--- config.mk ---
export PLATFORM = sky130hd
export DESIGN_NAME = pru_csr
export DESIGN_NICKNAME = d
export VERILOG_FILES = /design/src/sv/pru_pkg.sv /design/src/sv/pru_csr.sv
export SDC_FILE = /design/constraint.sdc
export NUM_CORES = 1
export LEC_CHECK = 0
export ABC_AREA = 1
export BUFFER_PORTS_ARGS = -buffer_cell sky130_fd_sc_hd__buf_2
export CAP_MARGIN = 20
export CORE_ASPECT_RATIO = 0.75
export CORE_MARGIN = 2
export CORE_UTILIZATION = 41
export CTS_BUF_LIST = sky130_fd_sc_hd__clkbuf_2
export DETAILED_ROUTE_END_ITERATION = 10
export PLACE_DENSITY_LB_ADDON = 0.12
export SLEW_MARGIN = 10
export SYNTH_ARGS = -nofsm -noshare
export SYNTH_HDL_FRONTEND = slang
export SYNTH_SLANG_ARGS = --single-unit
--- constraint.sdc ---
create_clock -name clock -period 1.11 [get_ports clock]
set_input_delay 0.0555 -clock clock [delete_from_list [all_inputs] [get_ports clock]]
set_output_delay 0.0555 -clock clock [all_outputs]
set_load 0.02 [all_outputs]
--- src/sv/pru_pkg.sv ---
// Shared constants, types and a helper function of the pixel replication upscaler.
package pru_pkg;

   // Sizing of the line buffer and of the upscale factor.
   localparam int MAX_WIDTH = 2048;
   localparam int SCALE_MAX = 64;

   localparam int COL_W   = $clog2(MAX_WIDTH);
   localparam int WIDTH_W = 12;
   localparam int SCALE_W = 7;
   localparam int COPY_W  = $clog2(SCALE_MAX);
   localparam int PIX_W   = 24;
   localparam int CHAN_W  = 8;
   localparam int PAD_W   = 2;

   // Configuration port sizing.
   localparam int CSR_DATA_W = 32;
   localparam int CSR_ADDR_W = 3;

   // Register indexes, taken from the word address bit of paddr.
   localparam logic REG_SCALE = 1'b0;
   localparam logic REG_WIDTH = 1'b1;

   // Request kinds on the input channel.
   typedef enum logic {
      REQ_PIXEL  = 1'b0,
      REQ_REPLAY = 1'b1
   } req_kind_type;

   // Configuration seen by the datapath.
   typedef struct packed {
      logic [SCALE_W-1:0] scale;
      logic [WIDTH_W-1:0] src_width;
      logic               restart;
   } cfg_type;

   // One accepted item on its way to the output replicator.
   typedef struct packed {
      logic [PIX_W-1:0] pixel;
      logic             at_end;
   } emit_type;

   // Pad byte count of an output row: (src_width * scale) mod 4.
   function automatic logic [PAD_W-1:0] pad_count(logic [WIDTH_W-1:0] width,
                                                  logic [SCALE_W-1:0] scale);
      logic [2*PAD_W-1:0] prod;
      prod = {{PAD_W{1'b0}}, width[PAD_W-1:0]} * {{PAD_W{1'b0}}, scale[PAD_W-1:0]};
      return prod[PAD_W-1:0];
   endfunction

endpackage

--- src/sv/pru_csr.sv ---
// Configuration registers of the upscaler behind an APB-style port.
module pru_csr (
   input  logic                                 clock,
   input  logic                                 reset,
   input  logic                                 psel,
   input  logic                                 penable,
   input  logic                                 pwrite,
   input  logic [pru_pkg::CSR_ADDR_W-1:0]       paddr,
   input  logic [pru_pkg::CSR_DATA_W-1:0]       pwdata,
   output logic [pru_pkg::CSR_DATA_W-1:0]       prdata,
   output logic                                 pready,
   output pru_pkg::cfg_type                     cfg
);
   import pru_pkg::*;

   logic [SCALE_W-1:0] scale_ff, scale_in;
   logic [WIDTH_W-1:0] width_ff, width_in;
   logic               wr;
   logic               reg_idx;
   logic [SCALE_W-1:0] wr_scale;
   logic [WIDTH_W-1:0] wr_width;
   logic               scale_ok;
   logic               width_ok;
   logic               restart;

   assign wr       = psel && penable && pwrite;
   assign reg_idx  = paddr[2];
   assign wr_scale = pwdata[SCALE_W-1:0];
   assign wr_width = pwdata[WIDTH_W-1:0];
   assign scale_ok = (wr_scale != '0) && (wr_scale <= SCALE_W'(SCALE_MAX));
   assign width_ok = (wr_width != '0) && (wr_width <= WIDTH_W'(MAX_WIDTH));

   // Out-of-range values are dropped; an accepted write restarts the phase.
   always_comb begin
      scale_in = scale_ff;
      width_in = width_ff;
      restart  = 1'b0;
      if (wr) begin
         case (reg_idx)
            REG_SCALE: begin
               if (scale_ok) begin
                  scale_in = wr_scale;
                  restart  = 1'b1;
               end
            end
            REG_WIDTH: begin
               if (width_ok) begin
                  width_in = wr_width;
                  restart  = 1'b1;
               end
            end
            default: begin
               restart = 1'b0;
            end
         endcase
      end
   end

   always_ff @(posedge clock) begin
      if (reset) begin
         scale_ff <= SCALE_W'(1);
         width_ff <= WIDTH_W'(1);
      end else begin
         scale_ff <= scale_in;
         width_ff <= width_in;
      end
   end

   // Read-back mux.
   always_comb begin
      case (reg_idx)
         REG_SCALE: prdata = CSR_DATA_W'(scale_ff);
         REG_WIDTH: prdata = CSR_DATA_W'(width_ff);
         default:   prdata = '0;
      endcase
   end

   assign pready        = 1'b1;
   assign cfg.scale     = scale_ff;
   assign cfg.src_width = width_ff;
   assign cfg.restart   = restart;

endmodule

Yosys cells after proc, flatten, opt, wreduce, memory -nomap -nowiden
Cells that the tools add are included.
- output and inout bits: 53
- flip-flop bits (word level): 19
- bits of input ports: 40
- word-level logic and storage cells: 18
- $lt $le $gt $ge: 2
- reductions and logical operators: 8
- multiplexer cells: 5
- bitwise gates (word level): 1
- operators by type and width (operator ; number):
    32-bit case mux with 2 select lines ; 1
    12-bit <= comparator, second input constant ; 1
    12-bit nonzero test ; 1
    7-bit <= comparator, second input constant ; 1
    7-bit nonzero test ; 1
    3-bit AND reduction ; 2
    1-bit logical AND ; 4
    1-bit 2-to-1 mux ; 3
    1-bit case mux with 2 select lines ; 1
    1-bit inverter ; 1

Logic depth before layout (Yosys ltp)
- depth after elaboration: 5
- gate-level depth with buffers: 10

Least setup slack after synthesis
No wires, ideal clock.
- path type: register -> output
- start point: register scale_ff[3]
- end point: output port prdata[3] (netlist name)
- data arrival time: 0.996 ns
- data required time: 1.054 ns
- buffers on the path: 0
- cell stages (with the launch flop): 3
- setup slack: 0.058 ns
- cells stage by stage: dfxtp_1 -> inv_1 -> o21ai_0
- longest elaborated chain between the ends: 1
- RTL lines (what ; RTL line ; RTL):
    start: declaration ; pru_csr.sv:16 ; logic [SCALE_W-1:0] scale_ff, scale_in;
    start signal: assignment ; pru_csr.sv:64 ; scale_ff <= scale_in;
    32-bit case mux with 2 select lines ; pru_csr.sv:71 ; case (reg_idx)
    end: declaration ; pru_csr.sv:10 ; output logic [pru_pkg::CSR_DATA_W-1:0] prdata,
No other way between the ends. The select of a mux whose other input is x is not followed.

Worst setup path after layout
- start point: register scale_ff[0]
- end point: output port prdata[0] (netlist name)
The elaborated chain is that of the path after synthesis.

==> summary.txt <==
Run status
  • Status: finished with violations
  • Failing checks: setup timing

Floorplan
  • Die Y: 51.8 um
  • I/O pins: 93
  • Initial Utilization: 42.8%
  • Die area: 3500 um2
  • Core Region: 2910 um2
  • Die width: 67.7 um
  • Site row count: 17

STA
  • Skew final: 0 ns
  • Fmax: 900 MHz
  • Worst Max-Slew Pin Slew: 0.523 ns
  • Period utilisation layout: 100%
  • Number of setup violations in the final report: 1
  • Final Critical Period: about 1.1 ns
  • RSZ-0062 raised after global routing: true
  • Hold Vio Cnt, Final: 0
  • PnR worst setup slack: -0.00166 ns
  • Max transition margin: 64.9%
  • Max-slew violations: 0

GRT
  • Gr usage total: 17.3%
  • Initial antenna violation count: 0
  • Pin count of the biggest net entering global routing: 20
  • Total grt overflow: 0
  • Number of global-route vias before repair: 1011
  • First-pass GRT wire length: between 4000 and 5000 um

Setup path
  • Endpoint class of the critical path: output port
  • Critical Path RT: 1.05 ns
  • FF-to-FF setup slack: 0.36 ns
  • Slowest stage delay, CP: 0.36 ns
  • Reg2reg path depth: 5
  • Arr. time, crit path: ~1.1 ns
  • Worst r2r src: scale_ff[3]$_SDFFE_PP0P_
  • Crit-path slowest cell: dfxtp_2
  • CP startpoint kind: flop
  • FF-to-FF End: scale_ff[3]$_SDFFE_PP0P_
  • Critical-path cell list: mux2_2, buf_6
  • Setup CP Type: reg -> out
  • Critical-path maximum fanout: 2

Cells and area
  • Share of layout cells above drive strength 1: 43.5%
  • Reg area: 398 um2
  • Area grow syn2layout: 37.7%
  • Design area: 1720 um2
  • Area of the multi-input gates: 676 um2
  • Fin util: 59.0%
  • Final #Nets: 303
  • Ant. Diodes: 0
  • Fillcell total: about 300

Pwr
  • Combinational share of power: 26.5%
  • Pleak: 0.972 nW
  • Maximum vdd drop: 0.505 mV
  • Sw Share: 33.8%
  • PwrDens: ~800 nW/um2
  • Clk network pwr share: 22.0%
  • Int Power: 0.914 mW
  • Reg power frac: 51.4%
  • Sw power: 0.466 mW

Yosys
  • Post-synth EDFFs: 0
  • Primary FF master, synth: dfxtp_1
  • Syn Inst Count: 194
  • Post-synth design cell area: 1250 um2
  • Yosys cell types: 20
  • Ys async rst share: 0%
  • Yosys reg bits: 19
  • Post-synthesis sequential area ratio: a little under a third
  • Yosys Warn Count: 0
  • Syn Area/Cell: around 6.4 um2

Placement
  • Final GP Congestion: 0.749
  • Hpwl dp: 2040 um
  • Placed Area: 1500 um2
  • Port buffer count: 49

Clock network
  • CTS Buf Count: 3
  • CTS max path bufs: 2
  • H-tree depth: 1
  • Clock transition at path regs: between 0.15 and 0.2 ns
  • Clk_lat worst skew: 0.31 ns
  • CTS tree: done
  • CTS root buf: clkbuf_2
  • CTS Sinks: 19

Detailed routing
  • Final ANT Viol Nets: 0
  • Avg WL per Cell: 9.93 um
  • Starting DRT DRC Count: 48
  • Routed WL: 2980 um
  • DR pass1 iterations: 4
  • Detailed-route via count: 1287
  • Via density: around 4.3
  • DRC Markers: 0

Run
  • Max-cap check violation count: 0

Min path
  • Worst Hold Class: in -> reg
  • Hold_sp: pwdata[9]
  • Min-Delay Path Depth: 5
  • Hold endpoint: width_ff[9]$_SDFFE_PP0P_
[how the worst max path moves through the flow]
stage | start | to | slack, ns | depth (start not counted)
finish | scale_ff[0]$_SDFFE_PP1P_ | prdata[0] | -0.002 | 2
global route | scale_ff[0]$_SDFFE_PP1P_ | prdata[0] | -0.07 | 2
CTS | pwdata[0] | cfg[0] | -0.04 | 9
detailed placement | pwdata[0] | cfg[0] | -0.41 | 8
global placement | pwdata[0] | cfg[0] | -0.36 | 8
floorplan | scale_ff[3]$_SDFFE_PP0P_ | prdata[3] | 0.06 | 2
[final cells by class]
type                       instances  area share (%)
multi-input combinational        140            39.3
timing repair buffer              74            28.1
clock buffer                       3           0.874
inverter                          25            5.46
clock inverter                     1           0.291
tap                               38            2.77
sequential                        19            23.2
[critical path, delay by kind of cell (launching register included)]
family | cells | cell delay [ns]
flip-flops | 1 | 0.36
multiplexers | 1 | 0.26
buffers and inverters | 1 | 0.13
[per-layer routing]
layer  routed length (um)  track usage (%)  vias to the layer above
met2                 1290             27.9                       48
met1                 1470             23.1                      551
met4                    0             3.06                        0
met3                  216             4.76                        0
met5                    0                0                        -
li1                     -                -                      688
[power by group through the flow]
stage               clock network [mW]  logic [mW]  registers, mW
floorplan                            0       0.246          0.740
detailed placement                   0       0.323          0.722
finish                           0.304       0.366          0.709
global placement                     0       0.323          0.722
global route                     0.352       0.402          0.712
CTS                              0.320       0.337          0.708
[kinds of logic (layout without fill, tap and decap cells)]
group	after synthesis	in the layout	synth area share, %
AOI/OAI and AO/OA	18	18	7.22
buffers and inverters	55	103	26.3
DFF	19	19	30.5
muxes	1	1	0.903
other	2	21	0.602
and+or+nand+nor	99	100	34.5
[flip-flops by register name, indices dropped and copies added, names as in the netlist]
| signal | cells |
|---|---|
| scale_ff | 7 |
| width_ff | 12 |
[synth_stat cells, types with 2 or more instances]
master,n,area [um2]
dfxtp_1,19,380
nand3_1,18,90.1
nand2_1,42,158
buf_4,22,165
inv_1,24,90.1
a21oi_1,12,60.1
conb_1,2,7.51
nor2_2,5,31.3
o21ai_0,6,30.0
buf_6,5,56.3
nor2_1,27,101
nand2_2,4,25.0
[placed cells by master, fill, tap and decap left out, drive strengths merged, types with 2 or more instances in the layout]
master and count:
buf 73, dfxtp 19, conb 21, clkinv 2, clkbuf 3, nand2 46, inv 24, a21oi 12
nor2 34, o21ai 6, nand3 18
[metrics by stage]
step / hold slack, ns / cells / TNS [ns] / setup WS [ns] / power [mW]
after detailed placement: 0.349 / 285 / -4.59 / -0.405 / 1.05
after CTS: 0.0307 / 293 / -0.0618 / -0.0383 / 1.37
after global routing: 0.0320 / 300 / -0.201 / -0.0748 / 1.47
after global placement: 0.347 / 285 / -4.15 / -0.360 / 1.05
after floorplan: 0.190 / 213 / 0 / 0.0580 / 0.986
final: 0.0515 / 300 / -0.00166 / -0.00166 / 1.38
[repair_timing]
action,CTS,global route
pin swaps,1,3
gates resized for setup,18,31
setup buffers,2,7
endpoints found under the setup margin,7,9
hold buffers,1,0
cloned,1,0
hold endpoints to repair,1,0
Note: power is estimated with default switching activity, not from simulation.
