==> config.mk <==
export PLATFORM = sky130hd
export DESIGN_NAME = pru_ram
export DESIGN_NICKNAME = d
export VERILOG_FILES = /design/src/sv/pru_ram.sv
export SDC_FILE = /design/constraint.sdc
export NUM_CORES = 1
export LEC_CHECK = 0
export BUFFER_PORTS_ARGS = -buffer_cell sky130_fd_sc_hd__buf_2
export CORE_MARGIN = 4
export CORE_UTILIZATION = 50
export CTS_BUF_LIST = sky130_fd_sc_hd__clkbuf_4 sky130_fd_sc_hd__clkbuf_8
export DETAILED_ROUTE_END_ITERATION = 8
export GPL_TIMING_DRIVEN = 0
export PLACE_DENSITY = 0.67
export SYNTH_ARGS = -nofsm -noshare
export SYNTH_HDL_FRONTEND = slang
export SYNTH_SLANG_ARGS = --single-unit
==> constraint.sdc <==
create_clock -name clock -period 2.06 [get_ports clock]
set_clock_uncertainty 0.15 [all_clocks]
set_input_delay 0.206 -clock clock [delete_from_list [all_inputs] [get_ports clock]]
set_output_delay 0.206 -clock clock [all_outputs]
set_load 0.01 [all_outputs]
==> src/sv/pru_ram.sv <==
// Generic simple dual-port RAM with one write port and a registered read port.
module pru_ram #(
   parameter int WIDTH = 8,
   parameter int DEPTH = 16
) (
   input  logic                     clock,
   input  logic                     wr_en,
   input  logic [$clog2(DEPTH)-1:0] wr_addr,
   input  logic [WIDTH-1:0]         wr_data,
   input  logic                     rd_en,
   input  logic [$clog2(DEPTH)-1:0] rd_addr,
   output logic [WIDTH-1:0]         rd_data
);

   logic [WIDTH-1:0] mem_ff [DEPTH];
   logic [WIDTH-1:0] rd_data_ff;

   // Write port, and a read port whose data holds until the next read.
   always_ff @(posedge clock) begin
      if (wr_en) begin
         mem_ff[wr_addr] <= wr_data;
      end
      if (rd_en) begin
         rd_data_ff <= mem_ff[rd_addr];
      end
   end

   assign rd_data = rd_data_ff;

endmodule

==> After elaboration in Yosys (flattened, before gate mapping) <==
Memories as Yosys holds them, arrays and structs flattened. A register that Yosys moved wholly into a read port is not among the register bits.
Cells that the tools add are included.
Widths: inputs -> output; s select.
{ "classes": {"n_mux": 2} }
{ "ops": {"columns": ["cell", "count"], "rows": [
  ["$mux 1", 2]
]} }
{ "totals": {"regBits": 0, "ram_bits": 128, "inputBits": 19, "output_inout_bits": 8, "word_cells": 3, "n_memories": 1} }
{ "mem_list": {"columns": ["name", "depth", "width", "rd", "rd_clocked_by_memory_dff", "wr", "line_no", "text"], "rows": [
  ["mem_ff", 16, 8, 1, 1, 1, "15", "logic [WIDTH-1:0] mem_ff [DEPTH];"]
]} }

==> Logic depth before layout (Yosys ltp) <==
Gate-level depths: netlist (run 1).
{ "logic_depth": {"depth_word": 2, "mapped_depth": 5, "mapped_depth_nobuf": 3} }

==> Worst setup path after synthesis (run 1) <==
No wires, ideal clock.
{ "synth_path": {"path_kind": "in2reg", "from": "input port wr_addr[2]", "to": "memory mem_ff[0][0], enable pin", "setup_time_ns": 0.383, "arrival_ns": 1.316, "required_time_ns": 1.527, "setup_slack_ns": 0.211, "cell_stages": 2, "path_buffers": 0, "path_cell_list": "or3b_2 > nor3_1"} }
{ "synth_rtl": {"columns": ["element", "line_no", "text"], "rows": [
  ["start, declared", "8", "input logic [$clog2(DEPTH)-1:0] wr_addr,"],
  ["end, declared", "15", null]
]} }
Straight into the memory's write port.

==> Worst setup path in the final report (run 1) <==
{ "layout_path": {"from": "input port wr_addr[2]", "to": "memory mem_ff[0][1], enable pin"} }
Straight into the memory's write port.

==> run metrics, run 1 <==
DRC=0; relative slew slack=16.2%; Post-Syn Area per Cell=22.8 µm²; top-count cell post-synth=edfxtp_1; DRT Wirelength=9400 µm; die extent in x=110 µm; Iteration-0 DRC Markers=183; share of flip-flops with an asynchronous set or reset=0%; io pins=27; vias post-DR=2418; largest family of logic cells by synthesized area=multiplexers; final worst-path cycle share=93.3%; H-tree levels=4; Critical Path Start=wr_addr[2]; Post-CTS Repair Setup Buffers=0; DP HPWL=6020 µm; Pwr per Cell Area=985 nW/µm²; final hold slack=0.0291 ns; Post-Synth Simple-Gate Area=3.14%; critical path type=in -> reg; row cnt=37; post-synthesis cell count=229; Fill cells=721; Post-synth EDFFs=136; Synth warnings=0; largest net degree at the start of global routing=17; Synth top cells by count=edfxtp_1 (136), mux4_2 (18), a22oi_1 (16), mux4_1 (14), nor2_1 (13); complex-gate fraction of the synthesized area=2.30%; initial antenna violation count=0; clock buffer depth=2; total congestion overflow=0; Fin. Hold Viols=0; total CTS buffers=17; largest cells by area after synthesis=edfxtp_1 (78%), mux4_2 (7.8%), mux4_1 (7.0%); Critical Path Sink=mem_ff[0][1]; Synth Cell Area=5230 µm²; TritonCTS Sinks=136; DRT Pass-1 Iters=5; worst-margin pin slew=1.25 ns; worst r2r dst=rd_data[0]; share of cells above drive strength 1=29.3%; Routed Antenna Nets=0; Initial Util=51.1%; Req. time, crit path=1.96 ns; final setup vio count=0; r2r setup slk=0.34 ns; Synth area leader=edfxtp_1; Yosys cell types=18; Worst VDD drop=403 µV; Synth Area in Adders=0%; max-slew violation count=0; r2r startpoint=mem_ff[6][0]; Die H=110 µm; CTS root buf=clkbuf_8; All-Layer GR Usage=17.5%; Die ar.=12200 µm²; dpl ws=-0.385 ns; Antenna diodes=0; ys flop type=edfxtp_1; clock slew at reported path FFs=0.07 ns; top cell type's share of synthesized area=78.1%; worst-path maximum fanout=8; CTS tree=done; FMAX=520 MHz; Seq/Total Area, Yosys=78.1%; Synth Register Bits=136; Vias/cell=5.68; worst-skew pair later-pin latency=0.43 ns; IO Port Bufs=25; max_cap viols=0; crit path launch type=input pin; minimum clock period=1.92 ns; vias in the first global route=2478; crit path capture type=flop; core footprint=10200 µm²; gpl congestion=0.770; TNS Setup=0 ns; first-pass GRT wire length=14300 µm; Post-Syn Nets=248; area grow syn2layout=15.2%; Reg2Reg Depth=3; post_cts resized=0; mux share of post-synthesis cell area=14.8%; critical path arrival=1.82 ns; wire per inst=22.1 µm; setup ws final=0.137 ns; RSZ-0062 raised after global routing=no; status=completed; Static Leak=0.00200 µW; fin nets=296; HP Class=in -> reg; XOR/XNOR Fraction of Synth Area=0%
[sequential cells by signal (all words and copies together), names as in the netlist]
signal,flops
mem_ff,128
rd_data,8
[kinds of logic (layout without fill, tap and decap cells)]
group	Yosys count	count (layout)
AOI/OAI and AO/OA	16	16
buffers and inverters	10	71
DFF	136	136
muxes	32	32
and+or+nand+nor	35	35
[report_power, final]
group	internal (µW)	leakage [µW]	switching, µW
combinational	124	0.000536	174
sequential	3120	0.00124	12.6
clock	1540	0.000230	963
[how the worst min path moves through the flow]
stage                          start  slack, ns  cells past startpoint           end
final                     wr_data[1]       0.03                      1  mem_ff[8][1]
after global routing      wr_data[4]      0.003                      1  mem_ff[9][4]
after CTS                 wr_data[4]      0.008                      1  mem_ff[8][4]
after detailed placement       rd_en       0.40                      1    rd_data[4]
after global placement         rd_en       0.39                      1    rd_data[3]
after floorplan           wr_data[0]       0.15                      0  mem_ff[0][0]
[per-stage QoR]
stage / std cells / utilization (%) / area, µm² / total power (µW)
after global placement: 390 / 54.0 / 5520 / 3470
final: 426 / 58.9 / 6020 / 5930
after global routing: 426 / 58.9 / 6020 / 6150
after CTS: 425 / 58.8 / 6020 / 5960
after floorplan: 229 / - / 5230 / 3350
after detailed placement: 390 / 54.0 / 5520 / 3480
[repair_timing]
action                                 4_1_cts  5_1_grt
setup endpoints to repair                    0        0
hold buffers                                 3        0
endpoints found under the hold margin       28        0
[critical path: stages]
cell	delay (ns)
buf_2	0.11
or3b_2	0.53
nor3_1	0.97
[area by class of cell]
class,instances,area [µm²],share of cell area [%]
plain buffers,10,86.3,1.43
clock buffers,17,234,3.88
clock inverters,15,231,3.84
multi-input cells,83,1060,17.6
flip-flops and latches,136,4080,67.8
well taps,136,170,2.83
repair buffers,29,160,2.66
[layout by cell type (no fill, tap or decap), drive strengths merged]
master	Yosys	final
edfxtp	136	136
buf	7	33
mux4	32	32
clkbuf	0	17
a22oi	16	16
nor2	13	13
nand2	9	9
clkinv	0	7
bufinv	0	6
nor3	4	4
clkdlybuf4s25	3	3
dlygate4sd3	0	3
nand3b	2	2
nand2b	2	2
clkinvlp	0	2
nor2b	1	1
and2	1	1
and2b	1	1
nand3	1	1
or3b	1	1
[routing by layer]
layer	global-route usage (%)	vias up	share of wire [%]
met4	8.09	0	2.5
met5	0	-	0
met1	23.9	1237	44
met3	6.00	19	5.9
li1	-	1078	-
met2	25.6	84	48
No activity file was read; power rests on OpenSTA's default activity.
==> run 2: changes to the inputs <==
--- a/config.mk
+++ b/config.mk
@@ -12,6 +12,7 @@
 export DETAILED_ROUTE_END_ITERATION = 8
 export GPL_TIMING_DRIVEN = 0
 export PLACE_DENSITY = 0.67
+export RECOVER_POWER = 25
 export SYNTH_ARGS = -nofsm -noshare
 export SYNTH_HDL_FRONTEND = slang
 export SYNTH_SLANG_ARGS = --single-unit
==> run 2 against run 1 <==
Total power fell by 0.12%. Non-clock buffer count did not move. Worst hold slack improved by 0.024 ns. Sequential share of layout area grew 0.071 points. Critical path depth stayed put. Largest cell class unchanged. Highest routed layer unchanged.
==> run metrics, run 2 (synthesis results as in run 1) <==
area grow syn2layout=15.1%; Pwr per Cell Area=985 nW/µm² (about the same); critical path arrival=1.82 ns (about the same); Hold Crit Start=wr_data[7]; CTS tree=done; DRT Pass-1 Iters=4 (-1); FMAX=519 MHz (-0.18%); sw frac=19.3% (-0.082 points); TritonCTS Sinks=136 (unchanged); largest net degree at the start of global routing=17 (unchanged); wire per inst=22.0 µm (-0.21%); crit path launch type=input pin; initial antenna violation count=0 (unchanged); IO Port Bufs=25 (unchanged); r2r startpoint=mem_ff[6][0]; Initial Util=51.1% (unchanged); dpl cell area=5520 µm² (unchanged); post_cts resized=0 (unchanged); most common cell after layout, fill and taps aside=edfxtp_1; worst-skew pair later-pin latency=0.43 ns (about the same); critical path type=in -> reg; worst-path maximum fanout=8 (unchanged); hold path depth=1 (unchanged); WP buf/inv=1 (unchanged); worst-margin pin slew=1.25 ns (-0.00146 ns); row cnt=37 (unchanged); Register Area=4080 µm² (unchanged); worst r2r dst=rd_data[0]; Reg2Reg Depth=3 (unchanged); sequential share of power=52.8% (about the same); clock buffer depth=2 (unchanged); Post-CTS Repair Setup Buffers=0 (unchanged); Antenna diodes=0 (unchanged); area taken by multi-input logic gates=1060 µm² (unchanged); Crit-path slowest cell=nor3_1; DP HPWL=6020 µm (unchanged); fin nets=296 (unchanged); placed cells=390 (unchanged); first-pass GRT wire length=14300 µm (unchanged); relative slew slack=16.3% (+0.098 points); Vias/cell=5.73 (+0.87%); delay-heaviest family, CP=simple AND/OR/NAND/NOR gates; Layout Cells excl Fill=426 (unchanged); clock slew at reported path FFs=0.07 ns (about the same); Fill cells=719 (-0.28%); max-slew violation count=0 (unchanged); final setup vio count=0 (unchanged); Static Leak=0.00199 µW (-0.69%); vias in the first global route=2478 (unchanged); met3 Track Usage GR=6.00% (unchanged); Largest register FFs=128 (unchanged); H-tree levels=4 (unchanged); Fin. Hold Viols=0 (unchanged); total chip power=5930 µW (-0.12%); Switching Power=1140 µW (-0.54%); die extent in x=110 µm (unchanged); r2r setup slk=0.34 ns (about the same); final worst-path cycle share=93.5% (+0.17 points); Worst Hold Endpoint=mem_ff[10][7]; commonest non-fill, non-tap cells in the layout=edfxtp_1 (136), buf_2 (24), mux4_2 (18); Final Cell Area=6020 µm² (-0.10%); Worst VDD drop=403 µV (about the same); Die H=110 µm (unchanged); Comb pwr share=5.0% (about the same); HP Class=in -> reg; total CTS buffers=17 (unchanged); io pins=27 (unchanged); DRT Wirelength=9380 µm (-0.21%); Routed Antenna Nets=0 (unchanged); share of cells above drive strength 1=27.6% (-1.7 points); CTS root buf=clkbuf_8; Req. time, crit path=1.95 ns (about the same); gpl congestion=0.770 (unchanged); RSZ-0062 raised after global routing=no; P_int=4780 µW (about the same); minimum clock period=1.93 ns (+0.00347 ns); max_cap viols=0 (unchanged); total congestion overflow=0 (unchanged); TNS Setup=0 ns (unchanged); Worst path max stage delay=0.97 ns (about the same); core footprint=10200 µm² (unchanged); vias post-DR=2439 (+0.87%); GR peak layer=met2; status=completed; GR Util met2=25.6% (unchanged); Iteration-0 DRC Markers=160 (-13%); DRC=0 (unchanged); GRT met1 Usage=23.9% (unchanged); Critical Path Stages=3 (unchanged); largest register by flop count=mem_ff; Clock Power Share=42.2% (about the same); Die ar.=12200 µm² (unchanged); cells along the critical path=buf_2 -> or3b_2 -> nor3_1; All-Layer GR Usage=17.5% (unchanged); crit path capture type=flop
-- run 2: changes by cell type in the layout (fill, tap and decap cells not counted), sizes merged --
cell	before	now
buf	33	28
clkbuf	17	22
-- run 2: worst max-delay path by stage --
stage	start	to
after CTS	wr_addr[2]	mem_ff[0][1]
after floorplan	wr_addr[2]	mem_ff[0][0]
after global routing	wr_addr[2]	mem_ff[0][1]
after detailed placement	wr_addr[2]	mem_ff[0][1]
after global placement	wr_addr[2]	mem_ff[0][0]
final	wr_addr[2]	mem_ff[0][1]
-- run 2: power by group through the flow --
stage / logic, µW / registers, µW / clock network (µW)
floorplan: 157 / 3190 / 0
finish: 295 / 3130 / 2500
global placement: 290 / 3180 / 0
global route: 322 / 3130 / 2700
detailed placement: 295 / 3190 / 0
CTS: 300 / 3130 / 2530
-- run 2: per-layer routing --
| metal | part of all wire, % | up-vias |
|---|---|---|
| met1 | 42 | 1241 |
| li1 | - | 1077 |
| met4 | 2.8 | 0 |
| met2 | 48 | 100 |
| met5 | 0 | - |
| met3 | 6.8 | 21 |
-- run 2: stage by stage --
| step | worst slack [ns] | hold slack, ns | utilization (%) |
|---|---|---|---|
| finish | 0.134 | 0.0528 | 58.8 |
| global route | 0.0209 | 0.0243 | 58.8 |
| global placement | -0.346 | 0.391 | 54.0 |
| CTS | 0.0802 | 0.00811 | 58.8 |
| floorplan | 0.211 | 0.155 | - |
| detailed placement | -0.385 | 0.395 | 54.0 |
-- run 2: repair_timing --
item                                   in CTS  in global routing
endpoints found under the hold margin      28                  0
setup endpoints to repair                   0                  0
hold buffers                                3                  0
-- run 2: area by class of cell --
cell class,instances,area share [%]
Buffer,10,1.43
Tap cell,136,2.83
Sequential cell,136,67.9
Timing Repair Buffer,29,2.56
Clock buffer,17,3.89
Clock inverter,15,3.85
Multi-Input combinational cell,83,17.6
-- run 2: worst reg2reg max path, stage by stage, from the launching register on --
cell	delay (ns)
edfxtp_1	0.37
mux4_1	0.54
a22oi_1	0.29
nand2_1	0.11
