==> src/sv/pru_pkg.sv <==
// Shared constants, types and a helper function of the pixel replication upscaler.
package pru_pkg;

   // Sizing of the line buffer and of the upscale factor.
   localparam int MAX_WIDTH = 2048;
   localparam int SCALE_MAX = 64;

   localparam int COL_W   = $clog2(MAX_WIDTH);
   localparam int WIDTH_W = 12;
   localparam int SCALE_W = 7;
   localparam int COPY_W  = $clog2(SCALE_MAX);
   localparam int PIX_W   = 24;
   localparam int CHAN_W  = 8;
   localparam int PAD_W   = 2;

   // Configuration port sizing.
   localparam int CSR_DATA_W = 32;
   localparam int CSR_ADDR_W = 3;

   // Register indexes, taken from the word address bit of paddr.
   localparam logic REG_SCALE = 1'b0;
   localparam logic REG_WIDTH = 1'b1;

   // Request kinds on the input channel.
   typedef enum logic {
      REQ_PIXEL  = 1'b0,
      REQ_REPLAY = 1'b1
   } req_kind_type;

   // Configuration seen by the datapath.
   typedef struct packed {
      logic [SCALE_W-1:0] scale;
      logic [WIDTH_W-1:0] src_width;
      logic               restart;
   } cfg_type;

   // One accepted item on its way to the output replicator.
   typedef struct packed {
      logic [PIX_W-1:0] pixel;
      logic             at_end;
   } emit_type;

   // Pad byte count of an output row: (src_width * scale) mod 4.
   function automatic logic [PAD_W-1:0] pad_count(logic [WIDTH_W-1:0] width,
                                                  logic [SCALE_W-1:0] scale);
      logic [2*PAD_W-1:0] prod;
      prod = {{PAD_W{1'b0}}, width[PAD_W-1:0]} * {{PAD_W{1'b0}}, scale[PAD_W-1:0]};
      return prod[PAD_W-1:0];
   endfunction

endpackage

==> src/sv/pru_rsp_if.sv <==
// Result channel of the upscaler: one output pixel per item.
interface pru_rsp_if;
   import pru_pkg::*;

   logic              valid;
   logic              ready;
   logic [CHAN_W-1:0] out_blue;
   logic [CHAN_W-1:0] out_green;
   logic [CHAN_W-1:0] out_red;
   logic [PAD_W-1:0]  pad_bytes;
   logic              row_end;
   logic              last;

   modport source(output valid, output out_blue, output out_green, output out_red,
                  output pad_bytes, output row_end, output last, input ready);
   modport sink(input valid, input out_blue, input out_green, input out_red,
                input pad_bytes, input row_end, input last, output ready);
endinterface

==> src/sv/pru_emit.sv <==
// Output replicator: sends each loaded pixel out scale times.
module pru_emit (
   input  logic              clock,
   input  logic              reset,
   input  pru_pkg::cfg_type  cfg,
   input  logic              load_valid,
   input  pru_pkg::emit_type load_item,
   output logic              free,
   pru_rsp_if.source         rsp
);
   import pru_pkg::*;

   logic               out_valid_ff, out_valid_in;
   logic [PIX_W-1:0]   pix_ff, pix_in;
   logic               at_end_ff, at_end_in;
   logic [COPY_W-1:0]  cnt_ff, cnt_in;
   logic               final_copy;
   logic [PAD_W-1:0]   pad;

   assign final_copy = ({1'b0, cnt_ff} + SCALE_W'(1)) == cfg.scale;
   assign free       = !out_valid_ff || (rsp.ready && final_copy);
   assign pad        = pad_count(cfg.src_width, cfg.scale);

   // Load a new pixel when the current one has gone out its last time.
   always_comb begin
      out_valid_in = out_valid_ff;
      pix_in       = pix_ff;
      at_end_in    = at_end_ff;
      cnt_in       = cnt_ff;
      if (free) begin
         out_valid_in = load_valid;
         pix_in       = load_item.pixel;
         at_end_in    = load_item.at_end;
         cnt_in       = '0;
      end else if (rsp.ready) begin
         cnt_in = cnt_ff + COPY_W'(1);
      end
   end

   always_ff @(posedge clock) begin
      if (reset) begin
         out_valid_ff <= 1'b0;
         cnt_ff       <= '0;
      end else begin
         out_valid_ff <= out_valid_in;
         cnt_ff       <= cnt_in;
      end
      pix_ff    <= pix_in;
      at_end_ff <= at_end_in;
   end

   // Row end and pad count only ride on the final copy of a row's last pixel.
   assign rsp.valid     = out_valid_ff;
   assign rsp.out_blue  = pix_ff[CHAN_W-1:0];
   assign rsp.out_green = pix_ff[2*CHAN_W-1:CHAN_W];
   assign rsp.out_red   = pix_ff[3*CHAN_W-1:2*CHAN_W];
   assign rsp.row_end   = at_end_ff && final_copy;
   assign rsp.pad_bytes = (at_end_ff && final_copy) ? pad : '0;
   assign rsp.last      = final_copy;

endmodule

==> src/flat_wrapper.sv <==
// flat-port wrapper written by rule: the top's interface ports become plain ports
module pru_emit_flat import pru_pkg::*;
  (clock, reset, cfg, load_valid, load_item, free, rsp_valid, rsp_out_blue, rsp_out_green, rsp_out_red, rsp_pad_bytes, rsp_row_end, rsp_last, rsp_ready);
  pru_rsp_if rsp_i ();
  input  logic clock;
  input  logic reset;
  input  pru_pkg::cfg_type cfg;
  input  logic load_valid;
  input  pru_pkg::emit_type load_item;
  output logic free;
  output wire logic [$bits(rsp_i.valid)-1:0] rsp_valid;
  output wire logic [$bits(rsp_i.out_blue)-1:0] rsp_out_blue;
  output wire logic [$bits(rsp_i.out_green)-1:0] rsp_out_green;
  output wire logic [$bits(rsp_i.out_red)-1:0] rsp_out_red;
  output wire logic [$bits(rsp_i.pad_bytes)-1:0] rsp_pad_bytes;
  output wire logic [$bits(rsp_i.row_end)-1:0] rsp_row_end;
  output wire logic [$bits(rsp_i.last)-1:0] rsp_last;
  input wire logic [$bits(rsp_i.ready)-1:0] rsp_ready;
  assign rsp_valid = rsp_i.valid;
  assign rsp_out_blue = rsp_i.out_blue;
  assign rsp_out_green = rsp_i.out_green;
  assign rsp_out_red = rsp_i.out_red;
  assign rsp_pad_bytes = rsp_i.pad_bytes;
  assign rsp_row_end = rsp_i.row_end;
  assign rsp_last = rsp_i.last;
  assign rsp_i.ready = rsp_ready;
  pru_emit u_core (.clock(clock), .reset(reset), .cfg(cfg), .load_valid(load_valid), .load_item(load_item), .free(free), .rsp(rsp_i));
endmodule
==> config.mk <==
export PLATFORM = sky130hd
export DESIGN_NAME = pru_emit_flat
export DESIGN_NICKNAME = d
export VERILOG_FILES = /design/src/sv/pru_pkg.sv /design/src/sv/pru_rsp_if.sv /design/src/sv/pru_emit.sv /design/src/flat_wrapper.sv
export SDC_FILE = /design/constraint.sdc
export NUM_CORES = 1
export LEC_CHECK = 0
export BUFFER_PORTS_ARGS = -buffer_cell sky130_fd_sc_hd__buf_2
export CELL_PAD_IN_SITES_DETAIL_PLACEMENT = 2
export CELL_PAD_IN_SITES_GLOBAL_PLACEMENT = 2
export CORE_MARGIN = 2
export CORE_UTILIZATION = 25
export DETAILED_ROUTE_END_ITERATION = 10
export GPL_TIMING_DRIVEN = 0
export PLACE_DENSITY_LB_ADDON = 0.1
export SLEW_MARGIN = 30
export SYNTH_ARGS = -nofsm -noshare
export SYNTH_HDL_FRONTEND = slang
export SYNTH_SLANG_ARGS = --single-unit
==> constraint.sdc <==
create_clock -name clock -period 3 [get_ports clock]
set_clock_uncertainty 0.1 [all_clocks]
set_input_delay 0.15 -clock clock [delete_from_list [all_inputs] [get_ports clock]]
set_output_delay 0.15 -clock clock [all_outputs]
set_load 0.01 [all_outputs]
## After elaboration in Yosys (flattened, before gate mapping)

Index checks and enable logic that the tools add are counted.

- Output and inout bits: 30
- Register bits: 32
- Word-level logic and storage cells: 14

- Equal/unequal tests: 1
- Reduce and logical (&&, ||, !) cells: 5
- Multipliers: 1
- $add $sub $neg: 2
- Mux-type cells: 1

Operators with widths:

| cell | number |
|---|---|
| $add 6x1->7 const B | 1 |
| $eq 7x7->1 | 1 |
| $add 6x1->6 const B | 1 |
| $logic_and 1x1->1 | 2 |
| $mul 2x2->2 | 1 |
| $mux 2 | 1 |
| $reduce_or 2->1 | 1 |
| $logic_not 1->1 | 1 |
| $logic_or 1x1->1 | 1 |

## Logic depth before layout (Yosys ltp)

- Depth after elaboration: 5
- Gate-level depth with buffers: 7

## Worst setup path before layout

No wires, ideal clock.

- Path kind: reg2reg
- Start: register u_core.cnt_ff[0]
- End: register u_core.at_end_ff, enable pin
- Stages on the path, launching flop included: 8
- Arrival: 2085 ps
- Buffers on the path: 1
- Required time: 2527 ps
- Setup time: 373 ps
- Slack: 443 ps
- Path through: dfxtp_1 -> ha_1 -> nand2b_1 -> o211a_1 -> o32a_1 -> nor4_2 -> buf_6 -> a21bo_2

- Word-level cells in the longest chain between the ends: 4

RTL lines:

| item | RTL line | text |
|---|---|---|
| from (decl) | pru_emit.sv:16 | `logic [COPY_W-1:0] cnt_ff, cnt_in;` |
| from (signal assigned) | pru_emit.sv:46 | `cnt_ff <= cnt_in;` |
| $add 6x1->7 | pru_emit.sv:20 | `assign final_copy = ({1'b0, cnt_ff} + SCALE_W'(1)) == cfg.scale;` |
| $eq 7x7->1 | pru_emit.sv:20 |  |
| via rsp_last | flat_wrapper.sv:17 | `output wire logic [$bits(rsp_i.last)-1:0] rsp_last;` |
| $logic_and 1x1->1 | pru_emit.sv:21 | `assign free = !out_valid_ff \|\| (rsp.ready && final_copy);` |
| $logic_or 1x1->1 | pru_emit.sv:21 |  |
| via free | flat_wrapper.sv:10 | `output logic free;` |
| to (signal assigned) | pru_emit.sv:49 | `at_end_ff <= at_end_in;` |
| to (decl) | pru_emit.sv:15 | `logic at_end_ff, at_end_in;` |

The timed path passes the listed nets, and every way through them passes these cells.
A chain may end at the register's enable or synchronous reset.

## Worst setup path after layout

- Start: register u_core.cnt_ff[0]
- End: output port free

- Word-level cells in the longest chain between the ends: 4

RTL lines:

| item | RTL line |
|---|---|
| $add 6x1->7 | pru_emit.sv:20 |
| $eq 7x7->1 | pru_emit.sv:20 |
| $logic_and 1x1->1 | pru_emit.sv:21 |
| $logic_or 1x1->1 | pru_emit.sv:21 |
| to (decl) | flat_wrapper.sv:10 |

Every way passes these cells.

==> impl_results.md <==
- Outcome: completed
- CTS tree: done
- Synthesized area: 1300 um^2
- PwrDens: 492 nW/um^2
- Worst-case reg-to-reg path depth: 7
- Drt drc: 0
- Buffers on Ports: 66
- Wirelength per Cell: roughly 15 um
- Critical Path RT: about 2.8 ns
- Final Hold Fails: 0
- Share of layout cells above drive strength 1: a little over two fifths
- Met1 Resource Use GR: roughly 16%
- Post-CTS setup repair buffer count: 0
- Syn_area_per_cell: roughly 14 um^2
- Worst Path Buf+Inv: 2
- Largest net degree at the start of global routing: 14
- Clk buf depth: 2
- Final HPWL DP: around 2700 um
- Vias in the first global route: about 1300
- CTS Root Cell: clkbuf_8
- Setup crit end kind: output pin
- RePlAce Congestion: 0.658
- Fin area: about 2100 um^2
- Antenna-violating nets left: 0
- Layout Utilization: a little over two fifths
- H-tree depth: 2
- Final min period: approximately 2.8 ns
- PnR Total Power: between 0.001 and 0.0015 W
- Most common cell after layout, fill and taps aside: buf_2
- Peak VDD IR: roughly 340 uV
- Final cell count without fillers: around 260
- Most frequent cells in the layout: buf_2 (66), dlygate4sd3_1 (26), edfxtp_1 (25)
- Post-synthesis sequential area ratio: ~70%
- Core Area: 5070 um^2
- Worst slew pin tran: 0.504 ns
- Placed cell count: roughly 230
- N_diodes: 0
- Row cnt: 26
- LEAKAGE: a little under 0.9 nW
- Power share of the clock group: a little under two fifths
- Net switching power: approximately 0.00022 W
- Combinational power share: 12.4%
- Crit path to: free
- Grt met2 use: around 27%
- Flop-to-flop setup slack: between 0.3 and 0.4 ns
- Slew headroom: 66.4%
- Crit path launch type: register
- Initial DRT Pass Iterations: 4
- CP Launch Point: u_core.cnt_ff[0]
- Sequential share of power: approximately 50%
- Worst path depth: 8
- Mapped Cells: just over 90
- Period Utilization, post-route: slightly above 90%
- Fin nets: about 240
- CTS sink count: 32
- Width of the die: 76.1 um
- Final setup vio count: 0
- Crit path cell chain: ha_2 > nand2b_1 > o211a_1 > o32a_1 > nor4_4 > buf_6 > a21bo_4 > buf_2
- Busiest metal layer after global routing: met2
- Total GRT Usage: 14.4%
- DRT Wirelength: between 3000 and 4000 um
- Reg2reg start: u_core.cnt_ff[0]
- Filler cell count: about 570
- Worst-skew pair later-pin latency: 0.28 ns
- # IOs: 79
- Min-delay worst type: in2reg
- Maxcap violations: 0
- Crit-path max FO: 13
- Synth Net Count: around 140
- Initial core utilization: 25.6%
- Vias post-DR: between 1000 and 1500
- Final Max Tran Viols: 0
- Num CTS Buffers: 5
- Worst setup path class: reg2out
- Fmax: approximately 0.36 GHz
- Internal power: a little over 0.0008 W
- Data arrival, critical path: 2.54 ns
- Crit path max-delay family: compound AO/OA/AOI/OAI gates
- Clock-pin slew on the worst setup and hold paths: approximately 0.06 ns
- Die Ht: 76.1 um
- Critical path's slowest cell: dfxtp_1
- DP Area: between 1500 and 2000 um^2
- Global Route met3 Usage: ~4.0%
- Setup TNS: 0 ns
- Remaining Overflow, GRT: 0
- Synthesized flop and latch total: 32
- Cell variety after synth: 35
- Switching share of power: between 20% and 30%
- Antenna violations before repair: 0
- FF-to-FF End: u_core.pix_ff[7]
- RSZ-0062 raised after global routing: no
- Iteration-0 DRC Markers: 27
- Vias/cell: 4.37
- Layout area overhead: 62.5%
- Die area: between 5000 and 6000 um^2
- First-pass GRT wire length: between 6000 and 7000 um
- Syn. warnings: 0
- Critical Path Max Stage Delay: ~0.44 ns
==> how the worst min path moves through the flow <==
stage / depth (start not counted) / from / end
6_report: 3 / load_valid / u_core.rsp.valid
5_1_grt: 3 / load_valid / u_core.rsp.valid
4_1_cts: 3 / load_valid / u_core.rsp.valid
3_5_place_dp: 1 / load_item[0] / u_core.at_end_ff
3_3_place_gp: 1 / load_item[11] / u_core.pix_ff[10]
2_1_floorplan: 1 / reset / u_core.rsp.valid
==> sequential cells by signal (all words and copies together) (netlist names) <==
signal	cells
u_core.pix_ff	24
u_core.cnt_ff	6
u_core.at_end_ff	1
u_core.rsp.valid	1
==> routing by layer <==
metal	part of all wire (%)	vias to the layer above	routed length, um
li1	-	547	-
met1	40	550	1580
met2	53	45	2070
met3	5.3	7	206
met4	1.4	0	53
met5	0	-	0
==> power groups by stage <==
stage / clock network (W) / logic (W) / registers, W
after floorplan: 0 / 0.0000271 / 0.000540
after global placement: 0 / 0.0000945 / 0.000525
after detailed placement: 0 / 0.0000993 / 0.000527
after CTS: 0.000406 / 0.000130 / 0.000518
after global routing: 0.000429 / 0.000141 / 0.000521
final: 0.000393 / 0.000129 / 0.000517
==> tightest hold or removal path: stages <==
cell and delay (ns):
buf_2 0.11, inv_1 0.04, a311oi_1 0.07
==> layout make-up <==
cell class	instances	area, um^2	area share, %
clock inverter	3	37.5	1.78
clock buffer	5	68.8	3.26
timing repair buffer	92	591	28.0
inverter	3	11.3	0.533
buffer	3	18.8	0.889
sequential	32	891	42.2
tap	70	87.6	4.15
multi-input combinational	55	407	19.3
==> per-stage QoR <==
stage / hold WS [ns] / setup slack, ns
finish: 0.0417 / 0.214
global route: 0.0607 / 0.00224
CTS: 0.0334 / 0.0550
detailed placement: 0.229 / -0.0951
global placement: 0.228 / -0.0460
floorplan: 0.122 / 0.443
==> timing repair <==
item | 4_1_cts | 5_1_grt
hold buffers | 26 | 0
resized for setup | 2 | 1
gates cloned | 1 | 0
endpoints found under the setup margin | 26 | 1
hold endpoints to repair | 26 | 0
==> logic make-up (layout without fill, tap and decap cells) <==
group | count (synthesis) | count (layout) | share of synthesized area (%)
AO/OA/AOI/OAI | 18 | 19 | 9.63
XOR/XNOR | 9 | 9 | 6.06
adder cells (fa/ha/maj) | 1 | 1 | 0.962
buffers and inverters | 6 | 106 | 2.31
flip-flops | 32 | 32 | 68.5
multiplexers | 1 | 1 | 0.770
AND/OR/NAND/NOR | 25 | 25 | 11.7
==> cell usage after synthesis <==
master     n  share of area (%)
ha_1       1               0.96
o22ai_1    1               0.48
edfxtp_1  25                 58
nor2b_1    1               0.48
and4_2     1               0.77
and3_2     1               0.58
and2_1     1               0.48
and4_4     1               0.87
or2_2      1               0.48
a31oi_1    1               0.48
nand4_1    1               0.48
o21ai_0    5                1.9
a21oi_1    2               0.77
and2_2     1               0.58
a21bo_2    1               0.77
buf_6      1               0.87
a211oi_1   3                1.7
mux2i_1    1               0.77
inv_1      3               0.87
nor2_1     1               0.29
o32a_1     1               0.77
or3_1      1               0.48
clkbuf_1   2               0.58
o32ai_1    1               0.67
dfxtp_1    7                 11
xnor2_1    6                4.0
xor2_1     3                2.0
and3_1     1               0.48
nor4_2     1               0.96
a311oi_1   1               0.67
nand2b_1   3                1.4
nand2_1    5                1.4
o211a_1    1               0.77
o211ai_1   1               0.58
nand3_1    5                1.9
Power figures use the tool's default switching activity.
